==> src/rtl/rnfp_pkg.sv <==
// ----------------------------------------------------------------------------
// RTP NAL packetizer package
// Shared widths, register reset values, byte constants and the command word
// that travels from the front end to the back end.
// ----------------------------------------------------------------------------
package rnfp_pkg;

   localparam int MTU_W       = 14;
   localparam int LEN_W       = 24;
   localparam int TS_W        = 32;
   localparam int SSRC_W      = 32;
   localparam int PT_W        = 7;
   localparam int SEQ_W       = 16;
   localparam int CSR_DATA_W  = 32;
   localparam int CSR_INDEX_W = 2;

   localparam logic [MTU_W-1:0]  MTU_RESET     = 14'd1200;
   localparam logic [PT_W-1:0]   PT_RESET      = 7'd96;
   localparam logic [SSRC_W-1:0] SSRC_RESET    = 32'h2110_2100;
   localparam logic [MTU_W-1:0]  MTU_FLOOR     = 14'd16;
   localparam logic [MTU_W-1:0]  RTP_HDR_BYTES = 14'd12;

   typedef enum logic [CSR_INDEX_W-1:0] {
      CSR_MTU_BYTES        = 2'd0,
      CSR_PAYLOAD_TYPE     = 2'd1,
      CSR_STREAM_SOURCE_ID = 2'd2,
      CSR_H265_MODE        = 2'd3
   } csr_index_type;

   localparam logic [7:0] RTP_VERSION_BYTE = 8'h80;
   localparam logic [7:0] H264_NRI_MASK    = 8'he0;
   localparam logic [7:0] H264_FUA_TYPE    = 8'd28;
   localparam logic [7:0] H264_TYPE_MASK   = 8'h1f;
   localparam logic [7:0] H265_KEEP_MASK   = 8'h81;
   localparam logic [7:0] H265_FU_TYPE     = 8'd49;
   localparam logic [7:0] H265_TYPE_MASK   = 8'h7e;
   localparam logic [7:0] FU_START_BIT     = 8'h80;
   localparam logic [7:0] FU_END_BIT       = 8'h40;

   localparam int IDX_W = 4;
   localparam logic [IDX_W-1:0] IDX_FIRST_HDR = 4'd0;
   localparam logic [IDX_W-1:0] IDX_LAST_HDR  = 4'd11;
   localparam logic [IDX_W-1:0] IDX_FU_H265   = 4'd12;
   localparam logic [IDX_W-1:0] IDX_FU_H264   = 4'd13;
   localparam logic [IDX_W-1:0] IDX_FU_LAST   = 4'd14;
   localparam logic [IDX_W-1:0] IDX_PAYLOAD   = 4'd15;

   localparam int CMD_FIFO_DEPTH = 4;
   localparam int CMD_PTR_W      = $clog2(CMD_FIFO_DEPTH);
   localparam int CMD_CNT_W      = $clog2(CMD_FIFO_DEPTH + 1);

   typedef struct packed {
      logic                  hdr;
      logic                  frag;
      logic                  h265;
      logic                  marker;
      logic [SEQ_W-1:0]      seq;
      logic [TS_W-1:0]       ts;
      logic [2:0][7:0]       fu;
      logic [7:0]            data;
      logic                  end_flag;
   } cmd_type;

   typedef struct packed {
      logic [MTU_W-1:0] mtu;
      logic             h265;
   } front_cfg_type;

   typedef struct packed {
      logic [PT_W-1:0]   pt;
      logic [SSRC_W-1:0] ssrc;
   } back_cfg_type;

   typedef struct packed {
      logic full;
      logic empty;
   } fifo_status_type;

endpackage

==> src/rtl/rnfp_front.sv <==
// ----------------------------------------------------------------------------
// RTP NAL packetizer front end
// Tracks the open NAL and packet, decides per byte whether a header and
// fragment header go before it, and issues one command word per payload byte.
// ----------------------------------------------------------------------------
module rnfp_front (
   input  logic                          clock,
   input  logic                          reset,
   input  logic                          req_push,
   input  logic [7:0]                    req_nal_byte,
   input  logic                          req_nal_first,
   input  logic [rnfp_pkg::LEN_W-1:0]    req_nal_length,
   input  logic [rnfp_pkg::TS_W-1:0]     req_rtp_timestamp,
   input  logic                          req_end_of_frame,
   input  rnfp_pkg::front_cfg_type       cfg,
   input  rnfp_pkg::fifo_status_type     fifo_status,
   output logic                          cmd_push,
   output rnfp_pkg::cmd_type             cmd
);

   logic [rnfp_pkg::LEN_W-1:0] rem_ff, rem_in;
   logic [1:0]                 offc_ff, offc_in;
   logic [rnfp_pkg::MTU_W-1:0] pbl_ff, pbl_in;
   logic                       frag_ff, frag_in;
   logic                       h265_ff, h265_in;
   logic                       marker_ff, marker_in;
   logic [rnfp_pkg::TS_W-1:0]  ts_ff, ts_in;
   logic [rnfp_pkg::SEQ_W-1:0] seq_ff, seq_in;
   logic [7:0]                 fhb0_ff, fhb0_in;
   logic [7:0]                 fhb1_ff, fhb1_in;
   logic [7:0]                 fhb2_ff, fhb2_in;

   logic                       accept;
   logic [rnfp_pkg::MTU_W-1:0] mtu_eff;
   logic [rnfp_pkg::MTU_W-1:0] max_pay;
   logic [rnfp_pkg::MTU_W-1:0] room;
   logic [rnfp_pkg::MTU_W-1:0] chunk;
   logic [rnfp_pkg::LEN_W-1:0] rem;
   logic [1:0]                 offc;
   logic [1:0]                 hlen;
   logic [rnfp_pkg::MTU_W-1:0] pbl;
   logic                       frag;
   logic                       h265;
   logic                       marker;
   logic [rnfp_pkg::TS_W-1:0]  ts;
   logic                       fits;
   logic [7:0]                 fu_byte;

   always_comb begin
      accept  = req_push & ~fifo_status.full;
      mtu_eff = (cfg.mtu < rnfp_pkg::MTU_FLOOR) ? rnfp_pkg::MTU_FLOOR : cfg.mtu;
      max_pay = mtu_eff - rnfp_pkg::RTP_HDR_BYTES;

      rem    = req_nal_first ? req_nal_length : rem_ff;
      offc   = req_nal_first ? 2'd0 : offc_ff;
      pbl    = req_nal_first ? '0 : pbl_ff;
      frag   = req_nal_first ? (req_nal_length > {10'd0, max_pay}) : frag_ff;
      h265   = req_nal_first ? cfg.h265 : h265_ff;
      marker = req_nal_first ? req_end_of_frame : marker_ff;
      ts     = req_nal_first ? req_rtp_timestamp : ts_ff;

      hlen  = h265 ? 2'd2 : 2'd1;
      room  = max_pay - {12'd0, hlen} - 14'd1;
      fits  = rem <= {10'd0, room};
      chunk = fits ? rem[rnfp_pkg::MTU_W-1:0] : room;

      fu_byte = h265 ? fhb2_ff : fhb1_ff;
      if (offc == hlen) begin
         fu_byte = fu_byte | rnfp_pkg::FU_START_BIT;
      end
      if (fits) begin
         fu_byte = fu_byte | rnfp_pkg::FU_END_BIT;
      end

      rem_in    = rem_ff;
      offc_in   = offc_ff;
      pbl_in    = pbl_ff;
      frag_in   = frag_ff;
      h265_in   = h265_ff;
      marker_in = marker_ff;
      ts_in     = ts_ff;
      seq_in    = seq_ff;
      fhb0_in   = fhb0_ff;
      fhb1_in   = fhb1_ff;
      fhb2_in   = fhb2_ff;

      cmd_push     = 1'b0;
      cmd.hdr      = 1'b0;
      cmd.frag     = 1'b0;
      cmd.h265     = h265;
      cmd.marker   = marker;
      cmd.seq      = seq_ff;
      cmd.ts       = ts;
      cmd.fu[0]    = fhb0_ff;
      cmd.fu[1]    = h265 ? fhb1_ff : fhb0_ff;
      cmd.fu[2]    = fu_byte;
      cmd.data     = req_nal_byte;
      cmd.end_flag = 1'b0;

      if (accept) begin
         rem_in    = rem;
         offc_in   = offc;
         pbl_in    = pbl;
         frag_in   = frag;
         h265_in   = h265;
         marker_in = marker;
         ts_in     = ts;
         if (rem != '0) begin
            rem_in  = rem - 24'd1;
            offc_in = (offc == 2'd3) ? 2'd3 : offc + 2'd1;
            if (!frag) begin
               cmd_push     = 1'b1;
               cmd.hdr      = (offc == 2'd0);
               cmd.end_flag = (rem == 24'd1);
            end else if (offc == 2'd0) begin
               if (h265) begin
                  fhb0_in = (req_nal_byte & rnfp_pkg::H265_KEEP_MASK)
                          | {rnfp_pkg::H265_FU_TYPE[6:0], 1'b0};
                  fhb2_in = {1'b0, req_nal_byte[7:1] & rnfp_pkg::H265_TYPE_MASK[7:1]};
               end else begin
                  fhb0_in = (req_nal_byte & rnfp_pkg::H264_NRI_MASK)
                          | rnfp_pkg::H264_FUA_TYPE;
                  fhb1_in = req_nal_byte & rnfp_pkg::H264_TYPE_MASK;
               end
            end else if (offc < hlen) begin
               fhb1_in = req_nal_byte;
            end else begin
               cmd_push = 1'b1;
               if (pbl == '0) begin
                  cmd.hdr      = 1'b1;
                  cmd.frag     = 1'b1;
                  cmd.marker   = marker & fits;
                  pbl_in       = chunk - 14'd1;
                  cmd.end_flag = (chunk == 14'd1);
               end else begin
                  pbl_in       = pbl - 14'd1;
                  cmd.end_flag = (pbl == 14'd1);
               end
            end
            if (cmd.hdr) begin
               seq_in = seq_ff + 16'd1;
            end
         end
      end
   end

   always_ff @(posedge clock) begin
      if (reset) begin
         rem_ff    <= '0;
         offc_ff   <= '0;
         pbl_ff    <= '0;
         frag_ff   <= 1'b0;
         h265_ff   <= 1'b0;
         marker_ff <= 1'b0;
         ts_ff     <= '0;
         seq_ff    <= '0;
      end else begin
         rem_ff    <= rem_in;
         offc_ff   <= offc_in;
         pbl_ff    <= pbl_in;
         frag_ff   <= frag_in;
         h265_ff   <= h265_in;
         marker_ff <= marker_in;
         ts_ff     <= ts_in;
         seq_ff    <= seq_in;
      end
   end

   always_ff @(posedge clock) begin
      fhb0_ff <= fhb0_in;
      fhb1_ff <= fhb1_in;
      fhb2_ff <= fhb2_in;
   end

`ifndef ASSERT_OFF
   // An open fragment packet can only exist while a NAL is being fragmented.
   a_pbl_needs_frag: assert property (@(posedge clock) disable iff (reset)
      (pbl_ff != '0) |-> frag_ff)
      else $error("packet byte count set outside fragmentation");
`endif

endmodule

==> src/rtl/rnfp_cmd_fifo.sv <==
// ----------------------------------------------------------------------------
// RTP NAL packetizer command queue
// A short queue of command words between the front end and the back end.
// ----------------------------------------------------------------------------
module rnfp_cmd_fifo (
   input  logic                      clock,
   input  logic                      reset,
   input  logic                      push,
   input  rnfp_pkg::cmd_type         push_cmd,
   input  logic                      pop,
   output rnfp_pkg::cmd_type         head,
   output rnfp_pkg::fifo_status_type status
);

   rnfp_pkg::cmd_type mem [rnfp_pkg::CMD_FIFO_DEPTH];

   logic [rnfp_pkg::CMD_PTR_W-1:0] wr_ptr_ff, wr_ptr_in;
   logic [rnfp_pkg::CMD_PTR_W-1:0] rd_ptr_ff, rd_ptr_in;
   logic [rnfp_pkg::CMD_CNT_W-1:0] cnt_ff, cnt_in;
   logic                           do_push;
   logic                           do_pop;

   localparam logic [rnfp_pkg::CMD_PTR_W-1:0] PTR_LAST =
      rnfp_pkg::CMD_PTR_W'(rnfp_pkg::CMD_FIFO_DEPTH - 1);
   localparam logic [rnfp_pkg::CMD_CNT_W-1:0] CNT_FULL =
      rnfp_pkg::CMD_CNT_W'(rnfp_pkg::CMD_FIFO_DEPTH);

   always_comb begin
      status.full  = (cnt_ff == CNT_FULL);
      status.empty = (cnt_ff == '0);
      do_push      = push & ~status.full;
      do_pop       = pop & ~status.empty;
      head         = mem[rd_ptr_ff];

      wr_ptr_in = wr_ptr_ff;
      rd_ptr_in = rd_ptr_ff;
      cnt_in    = cnt_ff;
      if (do_push) begin
         wr_ptr_in = (wr_ptr_ff == PTR_LAST) ? '0 : wr_ptr_ff + 1'b1;
      end
      if (do_pop) begin
         rd_ptr_in = (rd_ptr_ff == PTR_LAST) ? '0 : rd_ptr_ff + 1'b1;
      end
      if (do_push && !do_pop) begin
         cnt_in = cnt_ff + 1'b1;
      end else if (do_pop && !do_push) begin
         cnt_in = cnt_ff - 1'b1;
      end
   end

   always_ff @(posedge clock) begin
      if (reset) begin
         wr_ptr_ff <= '0;
         rd_ptr_ff <= '0;
         cnt_ff    <= '0;
      end else begin
         wr_ptr_ff <= wr_ptr_in;
         rd_ptr_ff <= rd_ptr_in;
         cnt_ff    <= cnt_in;
      end
   end

   always_ff @(posedge clock) begin
      if (do_push) begin
         mem[wr_ptr_ff] <= push_cmd;
      end
   end

`ifndef ASSERT_OFF
   // The front end must never offer a command while the queue is full.
   a_no_overflow: assert property (@(posedge clock) disable iff (reset)
      push |-> !status.full)
      else $error("command pushed into a full queue");

   // The back end must never consume a command that is not there.
   a_no_underflow: assert property (@(posedge clock) disable iff (reset)
      pop |-> !status.empty)
      else $error("command popped from an empty queue");
`endif

endmodule

==> src/rtl/rnfp_back.sv <==
// ----------------------------------------------------------------------------
// RTP NAL packetizer back end
// Expands each command word into RTP header, fragment header and payload
// bytes, one byte per cycle when not stalled, into a single output register.
// ----------------------------------------------------------------------------
module rnfp_back (
   input  logic                      clock,
   input  logic                      reset,
   input  rnfp_pkg::back_cfg_type    cfg,
   input  rnfp_pkg::fifo_status_type fifo_status,
   input  rnfp_pkg::cmd_type         head,
   output logic                      cmd_pop,
   output logic                      rsp_empty,
   input  logic                      rsp_pop,
   output logic [7:0]                rsp_packet_byte,
   output logic                      rsp_packet_end,
   output logic                      rsp_run_last
);

   logic                       in_cmd_ff, in_cmd_in;
   logic [rnfp_pkg::IDX_W-1:0] idx_ff, idx_in;
   logic                       out_valid_ff, out_valid_in;
   logic [7:0]                 out_byte_ff, out_byte_in;
   logic                       out_end_ff, out_end_in;
   logic                       out_last_ff, out_last_in;

   logic                       load;
   logic [rnfp_pkg::IDX_W-1:0] idx_cur;
   logic [rnfp_pkg::IDX_W-1:0] idx_next;
   logic [7:0]                 cur_byte;

   always_comb begin
      load    = (~out_valid_ff | rsp_pop) & ~fifo_status.empty;
      idx_cur = in_cmd_ff ? idx_ff
              : (head.hdr ? rnfp_pkg::IDX_FIRST_HDR : rnfp_pkg::IDX_PAYLOAD);

      if (idx_cur == rnfp_pkg::IDX_LAST_HDR) begin
         if (head.frag) begin
            idx_next = head.h265 ? rnfp_pkg::IDX_FU_H265 : rnfp_pkg::IDX_FU_H264;
         end else begin
            idx_next = rnfp_pkg::IDX_PAYLOAD;
         end
      end else begin
         idx_next = idx_cur + 1'b1;
      end

      case (idx_cur)
         4'd0:                  cur_byte = rnfp_pkg::RTP_VERSION_BYTE;
         4'd1:                  cur_byte = {head.marker, cfg.pt};
         4'd2:                  cur_byte = head.seq[15:8];
         4'd3:                  cur_byte = head.seq[7:0];
         4'd4:                  cur_byte = head.ts[31:24];
         4'd5:                  cur_byte = head.ts[23:16];
         4'd6:                  cur_byte = head.ts[15:8];
         4'd7:                  cur_byte = head.ts[7:0];
         4'd8:                  cur_byte = cfg.ssrc[31:24];
         4'd9:                  cur_byte = cfg.ssrc[23:16];
         4'd10:                 cur_byte = cfg.ssrc[15:8];
         rnfp_pkg::IDX_LAST_HDR: cur_byte = cfg.ssrc[7:0];
         rnfp_pkg::IDX_FU_H265:  cur_byte = head.fu[0];
         rnfp_pkg::IDX_FU_H264:  cur_byte = head.fu[1];
         rnfp_pkg::IDX_FU_LAST:  cur_byte = head.fu[2];
         rnfp_pkg::IDX_PAYLOAD:  cur_byte = head.data;
         default:               cur_byte = head.data;
      endcase

      cmd_pop      = load & (idx_cur == rnfp_pkg::IDX_PAYLOAD);
      in_cmd_in    = in_cmd_ff;
      idx_in       = idx_ff;
      out_valid_in = load | (out_valid_ff & ~rsp_pop);
      out_byte_in  = out_byte_ff;
      out_end_in   = out_end_ff;
      out_last_in  = out_last_ff;
      if (load) begin
         out_byte_in = cur_byte;
         out_end_in  = cmd_pop & head.end_flag;
         out_last_in = cmd_pop;
         in_cmd_in   = ~cmd_pop;
         idx_in      = idx_next;
      end

      rsp_empty       = ~out_valid_ff;
      rsp_packet_byte = out_byte_ff;
      rsp_packet_end  = out_end_ff;
      rsp_run_last    = out_last_ff;
   end

   always_ff @(posedge clock) begin
      if (reset) begin
         in_cmd_ff    <= 1'b0;
         idx_ff       <= '0;
         out_valid_ff <= 1'b0;
      end else begin
         in_cmd_ff    <= in_cmd_in;
         idx_ff       <= idx_in;
         out_valid_ff <= out_valid_in;
      end
   end

   always_ff @(posedge clock) begin
      out_byte_ff <= out_byte_in;
      out_end_ff  <= out_end_in;
      out_last_ff <= out_last_in;
   end

`ifndef ASSERT_OFF
   // A command stays at the queue head until its payload byte is loaded.
   a_cmd_held: assert property (@(posedge clock) disable iff (reset)
      in_cmd_ff |-> !fifo_status.empty)
      else $error("back end lost its command mid expansion");
`endif

endmodule

==> src/rtl/rtp_nal_fragmenting_packetizer_unit.sv <==
// ----------------------------------------------------------------------------
// RTP NAL fragmenting packetizer
// Turns NAL unit bytes into RTP packet bytes, with single-packet or
// H.264 FU-A / H.265 FU fragmentation.
// ----------------------------------------------------------------------------
// The block accepts one NAL byte per cycle while not full and emits one packet
// byte per cycle while rsp_pop keeps up. A byte that carries only payload
// yields one output byte; a byte that opens a packet yields 13 output bytes
// for a single packet, 15 for an H.264 fragment and 16 for an H.265 fragment,
// since the back end sends the 12-byte RTP header and the two- or three-byte
// fragment header one byte per cycle before the payload byte. A four-entry
// command queue between the front end and the back end absorbs these bursts,
// and the input reports full while all four entries are taken. NAL header
// bytes that only feed the fragment header produce no output.
module rtp_nal_fragmenting_packetizer_unit (
   input  logic                                clock,
   input  logic                                reset,
   input  logic                                req_push,
   output logic                                req_full,
   input  logic [7:0]                          req_nal_byte,
   input  logic                                req_nal_first,
   input  logic [rnfp_pkg::LEN_W-1:0]          req_nal_length,
   input  logic [rnfp_pkg::TS_W-1:0]           req_rtp_timestamp,
   input  logic                                req_end_of_frame,
   output logic                                rsp_empty,
   input  logic                                rsp_pop,
   output logic [7:0]                          rsp_packet_byte,
   output logic                                rsp_packet_end,
   output logic                                rsp_run_last,
   input  logic                                csr_wr_en,
   input  logic [rnfp_pkg::CSR_INDEX_W-1:0]    csr_index,
   input  logic [rnfp_pkg::CSR_DATA_W-1:0]     csr_wdata
);

   logic [rnfp_pkg::MTU_W-1:0]  mtu_ff, mtu_in;
   logic [rnfp_pkg::PT_W-1:0]   pt_ff, pt_in;
   logic [rnfp_pkg::SSRC_W-1:0] ssrc_ff, ssrc_in;
   logic                        h265_ff, h265_in;

   rnfp_pkg::front_cfg_type   front_cfg;
   rnfp_pkg::back_cfg_type    back_cfg;
   rnfp_pkg::fifo_status_type fifo_status;
   rnfp_pkg::cmd_type         push_cmd;
   rnfp_pkg::cmd_type         head_cmd;
   logic                      cmd_push;
   logic                      cmd_pop;

   always_comb begin
      mtu_in  = mtu_ff;
      pt_in   = pt_ff;
      ssrc_in = ssrc_ff;
      h265_in = h265_ff;
      if (csr_wr_en) begin
         case (rnfp_pkg::csr_index_type'(csr_index))
            rnfp_pkg::CSR_MTU_BYTES:        mtu_in  = csr_wdata[rnfp_pkg::MTU_W-1:0];
            rnfp_pkg::CSR_PAYLOAD_TYPE:     pt_in   = csr_wdata[rnfp_pkg::PT_W-1:0];
            rnfp_pkg::CSR_STREAM_SOURCE_ID: ssrc_in = csr_wdata[rnfp_pkg::SSRC_W-1:0];
            rnfp_pkg::CSR_H265_MODE:        h265_in = csr_wdata[0];
            default:                        mtu_in  = mtu_ff;
         endcase
      end
      front_cfg.mtu  = mtu_ff;
      front_cfg.h265 = h265_ff;
      back_cfg.pt    = pt_ff;
      back_cfg.ssrc  = ssrc_ff;
      req_full       = fifo_status.full;
   end

   always_ff @(posedge clock) begin
      if (reset) begin
         mtu_ff  <= rnfp_pkg::MTU_RESET;
         pt_ff   <= rnfp_pkg::PT_RESET;
         ssrc_ff <= rnfp_pkg::SSRC_RESET;
         h265_ff <= 1'b0;
      end else begin
         mtu_ff  <= mtu_in;
         pt_ff   <= pt_in;
         ssrc_ff <= ssrc_in;
         h265_ff <= h265_in;
      end
   end

   rnfp_front u_front (
      .clock             (clock),
      .reset             (reset),
      .req_push          (req_push),
      .req_nal_byte      (req_nal_byte),
      .req_nal_first     (req_nal_first),
      .req_nal_length    (req_nal_length),
      .req_rtp_timestamp (req_rtp_timestamp),
      .req_end_of_frame  (req_end_of_frame),
      .cfg               (front_cfg),
      .fifo_status       (fifo_status),
      .cmd_push          (cmd_push),
      .cmd               (push_cmd)
   );

   rnfp_cmd_fifo u_cmd_fifo (
      .clock    (clock),
      .reset    (reset),
      .push     (cmd_push),
      .push_cmd (push_cmd),
      .pop      (cmd_pop),
      .head     (head_cmd),
      .status   (fifo_status)
   );

   rnfp_back u_back (
      .clock           (clock),
      .reset           (reset),
      .cfg             (back_cfg),
      .fifo_status     (fifo_status),
      .head            (head_cmd),
      .cmd_pop         (cmd_pop),
      .rsp_empty       (rsp_empty),
      .rsp_pop         (rsp_pop),
      .rsp_packet_byte (rsp_packet_byte),
      .rsp_packet_end  (rsp_packet_end),
      .rsp_run_last    (rsp_run_last)
   );

endmodule
==> config.mk <==
export PLATFORM = sky130hd
export DESIGN_NAME = rtp_nal_fragmenting_packetizer_unit
export DESIGN_NICKNAME = d
export VERILOG_FILES = /design/src/rtl/rnfp_pkg.sv /design/src/rtl/rnfp_front.sv /design/src/rtl/rnfp_cmd_fifo.sv /design/src/rtl/rnfp_back.sv /design/src/rtl/rtp_nal_fragmenting_packetizer_unit.sv
export SDC_FILE = /design/constraint.sdc
export NUM_CORES = 1
export LEC_CHECK = 0
export BUFFER_PORTS_ARGS = -buffer_cell sky130_fd_sc_hd__buf_2
export CELL_PAD_IN_SITES_DETAIL_PLACEMENT = 0
export CELL_PAD_IN_SITES_GLOBAL_PLACEMENT = 1
export CORE_MARGIN = 4
export CORE_UTILIZATION = 41
export DETAILED_ROUTE_END_ITERATION = 7
export PLACE_DENSITY_LB_ADDON = 0.1
export SLEW_MARGIN = 10
export SYNTH_ARGS = -nofsm -noshare
export SYNTH_HDL_FRONTEND = slang
export SYNTH_SLANG_ARGS = --single-unit
==> constraint.sdc <==
create_clock -name clock -period 12.9 [get_ports clock]
set_input_delay 1.29 -clock clock [delete_from_list [all_inputs] [get_ports clock]]
set_output_delay 1.29 -clock clock [all_outputs]
set_load 0.05 [all_outputs]
==> results of run 1 <==
per-stage QoR:
stage | hold slack (ns) | area (um2) | worst slack [ns]
final | 0.451 | 27300 | 6.07
after global routing | 0.463 | 27300 | 5.49
after CTS | 0.453 | 27300 | 6.04
after detailed placement | 0.444 | 25400 | 5.68
after global placement | 0.438 | 25400 | 5.83
after floorplan | 0.429 | 24100 | 4.82
worst paths after layout:
path / from / to / slack, ns
min reg2reg: u_front.ts_ff[16]$_SDFFE_PP0P_ / u_front.ts_ff[16]$_SDFFE_PP0P_ / 0.45
max reg2reg: mtu_ff[10]$_SDFFE_PP1P_ / u_front.pbl_ff[10]$_SDFFE_PP0P_ / 6.07
max: mtu_ff[10]$_SDFFE_PP1P_ / u_front.pbl_ff[10]$_SDFFE_PP0P_ / 6.07
min: u_front.ts_ff[16]$_SDFFE_PP0P_ / u_front.ts_ff[16]$_SDFFE_PP0P_ / 0.45
sequential cells by signal, indices dropped and copies added, names as in the netlist, 2 cells and up, named ones only:
register / count
u_back.rsp_packet_byte: 8
u_front.rem_ff: 24
u_cmd_fifo.rd_ptr_ff: 2
u_front.fhb2_ff: 6
u_front.pbl_ff: 14
u_cmd_fifo.wr_ptr_ff: 2
u_cmd_fifo.cnt_ff: 3
u_front.offc_ff: 2
pt_ff: 7
u_front.fhb1_ff: 8
ssrc_ff: 32
u_front.ts_ff: 32
mtu_ff: 14
u_front.fhb0_ff: 6
u_front.seq_ff: 16
u_back.idx_ff: 4
u_cmd_fifo.mem: 332
layer usage:
metal | global-route usage [%] | vias up | wire length, um
met5 | 0 | - | 0
met4 | 4.76 | 0 | 1390
met3 | 3.36 | 79 | 2670
met2 | 35.4 | 307 | 33000
met1 | 27.5 | 8198 | 28800
li1 | - | 7722 | -
power by group:
part | total [mW] | leakage, nW | switching, mW | internal (mW)
registers | 2.02 | 4.66 | 0.0672 | 1.95
clock network | 1.65 | 0.903 | 0.678 | 0.968
logic | 0.939 | 3.76 | 0.625 | 0.314
total | 4.60 | 9.32 | 1.37 | 3.23
placed cells by master, fill, tap and decap left out, types with 19 or more instances in the layout:
master	count
nand2_1	268
edfxtp_1	362
xnor2_1	29
dfxtp_1	158
buf_4	26
o21ai_0	48
mux4_2	53
a21oi_1	158
buf_2	114
a31oi_1	19
ha_1	48
and2_1	20
nand3_1	32
inv_1	51
nor3_1	48
clkbuf_16	57
nor2_1	84
mux2_2	53
a22oi_1	21
mux2i_1	92
nand4_1	20
cells by family after synthesis:
family,count (synthesis),share of synthesized area [%]
compound gates,397,10.5
simple gates,618,12.5
buf+inv,170,2.88
mux,202,11.5
fa+ha+maj,50,2.66
xor+xnor,43,1.56
flops,522,58.4
worst reg2reg max path, stage by stage (launching register included):
cell,delay (ns)
dfxtp_1,0.41
nor4_2,0.64
nand3_1,0.32
and2_1,0.25
ha_1,0.35
or3_1,0.48
o31ai_1,0.29
nand4_1,0.22
nor3_1,0.34
xnor2_1,0.20
inv_1,0.08
ha_1,0.32
nand4_1,0.15
nor4_1,0.41
nor4b_1,0.15
a211oi_4,0.22
buf_4,0.37
mux2i_1,0.40
ha_1,0.31
o211ai_1,0.19
a21oi_1,0.22
xnor2_1,0.15
a21oi_1,0.08
o31ai_1,0.21
layout make-up:
type	instances	area (um2)	area share, %
Sequential cell	522	14100	51.6
Multi-Input combinational cell	1310	9390	34.4
Clock inverter	33	373	1.37
Inverter	52	195	0.715
Timing Repair Buffer	142	797	2.92
Tap cell	765	957	3.51
Clock buffer	72	1510	5.54
==> flow_metrics.env, run 1 <==
export IMPL_syn_num_nets=2157
export IMPL_cts_buffer_depth=3
export IMPL_dieArea_um2=62700
export IMPL_fill_cells=5287
export IMPL_skew_ns=0.0348
export IMPL_drc=0
export IMPL_finalCriticalPeriod_ns=6.83
export IMPL_power_leakage_nw=9.32
export IMPL_path_common_cell="ha_1"
export IMPL_max_stage_delay_ns=0.64
export IMPL_yosys_warnings=0
export IMPL_tritoncts="yes"
export IMPL_r2r_cells=23
export IMPL_power_mw=4.60
export IMPL_fmax_mhz=147
export IMPL_clk_pin_slew_ns=0.06
export IMPL_power_density_nw_per_um2=169
export IMPL_num_vias=16300
export IMPL_cts_hold_fix_buffers=0
export IMPL_antenna_found_initial=1
export IMPL_crit_buf_inv=2
export IMPL_async_flop_share_pct=0
export IMPL_postCtsSetupBuffers=0
export IMPL_finalMaxSlewViolations=0
export IMPL_dp_hpwl_mm=44.6
export IMPL_rows=88
export IMPL_crit_path_end_kind="register"
export IMPL_htreeDepth=2
export IMPL_synth_seq_cells=522
export IMPL_syn_avg_cell_area_um2=12.0
export IMPL_grt_max_degree=90
export IMPL_syn2layout_area_growth_pct=13.2
export IMPL_syn_area_um2=24100
export IMPL_core_um2=57900
export IMPL_final_core_util_pct=47.1
export IMPL_synth_top_cells_by_count="362 x edfxtp_1, 268 x nand2_1, 160 x dfxtp_1, 158 x a21oi_1, 93 x mux2i_1"
export IMPL_boundaryPins=117
export IMPL_overflow=0
export IMPL_max_slew_margin_rel_pct=34.5
export IMPL_finalNonFillerCells=2896
export IMPL_ir_drop_mv=0.116
export IMPL_status="finished, final reports clean"
export IMPL_dp_cells=2791
export IMPL_worstPathArrival_ns=7.34
export IMPL_cts_resized=0
export IMPL_synth_edf_count=362
export IMPL_hold_viol=0
export IMPL_cp_cell_sequence="nor4_2 -> nand3_1 -> and2_1 -> ha_1 -> or3_1 -> o31ai_1 -> nand4_1 -> nor3_1 -> xnor2_1 -> inv_1 -> ha_1 -> nand4_1 -> nor4_1 -> nor4b_1 -> a211oi_4 -> buf_4 -> mux2i_1 -> ha_1 -> o211ai_1 -> a21oi_1 -> xnor2_1 -> a21oi_1 -> o31ai_1"
export IMPL_cts_sinks=522
export IMPL_cts_buffers_inserted=56
export IMPL_synth_top_cell_area_share_pct=45.1
export IMPL_gp_congestion=0.869
export IMPL_synth_seq_area_share_pct=58.4
export IMPL_postRouteAntennaNets=0
export IMPL_root_buffer="clkbuf_16"
export IMPL_hold_depth=2
export IMPL_layout_drive_gt1_share_pct=17.6
export IMPL_die_y_um=250
export IMPL_yosysTopAreaCell="edfxtp_1"
export IMPL_routed_wl_mm=65.8
export IMPL_synthFlopType="edfxtp_1"
export IMPL_syn_inst=2002
export IMPL_drt_initial_drc_count=1070
export IMPL_vias_per_cell=5.63
export IMPL_synth_cell_types=91
export IMPL_num_nets_final=2239
export IMPL_clk_latency_ns=0.63
export IMPL_synth_most_common_cell="edfxtp_1"
export IMPL_holdCritPathClass="register to register"
export IMPL_rsz0062_at_grt="no"
export IMPL_critPathKind="register to register"
export IMPL_track_usage_pct=20.6
export IMPL_grt_pass1_wl_mm=100
export IMPL_num_antenna_cells=0
export IMPL_drt_wirelength_per_cell_um=22.7
export IMPL_die_w_um=250
export IMPL_crit_cells=23
export IMPL_timing_setup_tns_ns=0
export IMPL_setup_viol=0
export IMPL_finalCritPeriodShare_pct=52.9
export IMPL_netlist_top_cells_area="edfxtp_1 45%, dfxtp_1 13%, mux4_2 5.0%"
export IMPL_crit_slowest_cell="nor4_2"
export IMPL_start_kind="register"
export IMPL_critPathMaxFanout=31
export IMPL_maxCapViolations=0
export IMPL_worstMarginPinSlew_ns=0.983
export IMPL_grt_pass1_vias=16200
export IMPL_path_delay_family="simple AND/OR/NAND/NOR gates"
export IMPL_start_util_pct=41.6
export IMPL_io_buffers=116
export IMPL_dr_pass1_iters=5
export IMPL_cp_required_ns=13.41
Power figures use the tool's default switching activity.
==> run 2, diff against run 1 <==
Clock period 12.9 ns to 5.49 ns, I/O delays scaled along.
==> flow_metrics.env, run 2 (synthesis results as in run 1) <==
export IMPL_skew_ns=0.0240
export IMPL_boundaryPins=117
export IMPL_grt_pass1_wl_mm=102
export IMPL_whs_ns=0.165
export IMPL_finalCriticalPeriod_ns=5.68
export IMPL_final_core_util_pct=49.3
export IMPL_holdCritPathClass="primary input to register"
export IMPL_gp_congestion=0.863
export IMPL_placed_area_um2=26300
export IMPL_cellInternalPower_mw=7.63
export IMPL_finalNonFillerCells=2997
export IMPL_timing_setup_tns_ns=-1.46
export IMPL_rows=88
export IMPL_setup_viol=14
export IMPL_core_um2=57900
export IMPL_die_y_um=250
export IMPL_start_util_pct=41.6
export IMPL_dieArea_um2=62700
export IMPL_postRouteAntennaNets=0
export IMPL_routed_wl_mm=67.2
export IMPL_track_usage_pct=21.0
export IMPL_drt_wirelength_per_cell_um=22.4
export IMPL_swShare_pct=29.8
export IMPL_drt_initial_drc_count=1149
export IMPL_grt_pass1_vias=16600
export IMPL_largest_register="u_cmd_fifo.mem"
export IMPL_setup_slack_ns=-0.191
export IMPL_cp_required_ns=5.93
export IMPL_power_leakage_nw=9.89
export IMPL_worstMarginPinSlew_ns=1.07
export IMPL_cts_buffers_inserted=56
export IMPL_overflow=0
export IMPL_final_common_cell="edfxtp_1"
export IMPL_hold_viol=0
export IMPL_io_buffers=116
export IMPL_worstPathArrival_ns=6.12
export IMPL_die_w_um=250
export IMPL_syn2layout_area_growth_pct=18.5
export IMPL_start_kind="register"
export IMPL_hold_start="csr_wdata[24]"
export IMPL_clk_pin_slew_ns=0.06
export IMPL_fill_cells=5281
export IMPL_max_slew_margin_rel_pct=28.8
export IMPL_grt_max_degree=86
export IMPL_r2r_start="mtu_ff[13]$_SDFFE_PP0P_"
export IMPL_maxCapViolations=0
export IMPL_rsz0062_at_grt="yes"
export IMPL_drc=0
export IMPL_cts_buffer_depth=3
export IMPL_tritoncts="yes"
export IMPL_fmax_mhz=176
export IMPL_p_comb_share_pct=21.9
export IMPL_root_buffer="clkbuf_16"
export IMPL_finalCritPeriodShare_pct=103
export IMPL_p_switching_mw=3.24
export IMPL_critPathMaxFanout=14
export IMPL_num_nets_final=2339
export IMPL_largest_reg_flops=332
export IMPL_num_vias=16600
export IMPL_crit_path_end_kind="register"
export IMPL_worstSetupStartpoint="mtu_ff[13]$_SDFFE_PP0P_"
export IMPL_dp_cells=2879
export IMPL_top_regs="u_cmd_fifo.mem x332, ssrc_ff x32, u_front.ts_ff x32"
export IMPL_dr_pass1_iters=7
export IMPL_pwr_share_clk_pct=34.9
export IMPL_clk_latency_ns=0.62
export IMPL_violations="negative setup slack"
export IMPL_power_density_nw_per_um2=380
export IMPL_layout_drive_gt1_share_pct=23.5
export IMPL_final_area_um2=28600
export IMPL_status="finished with violations"
export IMPL_num_antenna_cells=0
export IMPL_vias_per_cell=5.55
export IMPL_sequentialPowerShare_pct=43.2
export IMPL_antenna_found_initial=0
export IMPL_final_cell_mix="362 x edfxtp_1, 268 x nand2_1, 155 x dfxtp_1"
export IMPL_cts_sinks=522
export IMPL_ir_drop_mv=0.224
export IMPL_dp_hpwl_mm=47.0
export IMPL_htreeDepth=2
export IMPL_finalMaxSlewViolations=0
export IMPL_critPathKind="register to register"
[run 2: worst paths after layout]
check	endpoint	cells after the start	slack, ns
max	u_front.pbl_ff[9]$_SDFFE_PP0P_	27	-0.19
min	ssrc_ff[24]$_SDFFE_PP1P_	3	0.17
max reg2reg	u_front.pbl_ff[9]$_SDFFE_PP0P_	27	-0.19
min reg2reg	u_front.rem_ff[12]$_SDFFE_PP0P_	2	0.45
[run 2: critical path, cell delays in order (launching register included)]
cell and delay, ns:
dfxtp_1 0.31, buf_4 0.15, nor4_4 0.30, nand3_2 0.14
and2_4 0.19, ha_4 0.16, fa_2 0.35, or3b_4 0.40
a31oi_4 0.15, o21ai_1 0.11, nor3_2 0.25, buf_4 0.15
nand2b_1 0.08, xnor2_2 0.18, ha_1 0.28, nand3_1 0.15
nor4_4 0.06, buf_4 0.15, nor4b_4 0.32, a211oi_4 0.05
buf_6 0.14, buf_8 0.15, or4b_4 0.55, a22oi_2 0.30
nand2_1 0.10, xnor2_1 0.14, o21ai_1 0.12, a21oi_1 0.08
[run 2: what timing repair did]
| item | CTS | global route |
|---|---|---|
| buffers inserted | 8 | 5 |
| gates resized for setup | 24 | 32 |
| cloned | 0 | 0 |
| hold buffers | 0 | 0 |
| setup endpoints to repair | 79 | 306 |
| pin swaps | 19 | 29 |
[run 2: layout make-up]
| class | count | area (um2) | share of cell area, % |
|---|---|---|---|
| inverters | 52 | 200 | 0.700 |
| flip-flops and latches | 522 | 14100 | 49.3 |
| well taps | 765 | 957 | 3.35 |
| multi-input cells | 1310 | 9780 | 34.2 |
| repair buffers | 242 | 1700 | 5.96 |
| clock inverters | 23 | 275 | 0.963 |
| clock buffers | 83 | 1580 | 5.54 |
[run 2: routing by layer]
metal,vias up,track usage (%),part of all wire [%]
li1,7925,-,-
met1,8295,27.4,44
met5,-,0,0
met3,89,3.24,3.8
met2,313,36.7,50
met4,0,5.72,2.6
[run 2: power groups by stage]
stage / clock [mW] / sequential, mW / combinational (mW)
global placement: 0 / 4.77 / 2.35
global route: 4.05 / 4.73 / 2.57
detailed placement: 0 / 4.78 / 2.37
finish: 3.79 / 4.70 / 2.38
floorplan: 0 / 4.88 / 1.39
CTS: 3.88 / 4.70 / 2.39
[run 2: metrics by stage]
stage                     power [mW]  setup slack (ns)
after floorplan                 6.28            -0.430
after global placement          7.12            -0.284
after detailed placement        7.15            -0.429
after CTS                       11.0          0.000466
after global routing            11.4            -0.456
final                           10.9            -0.191
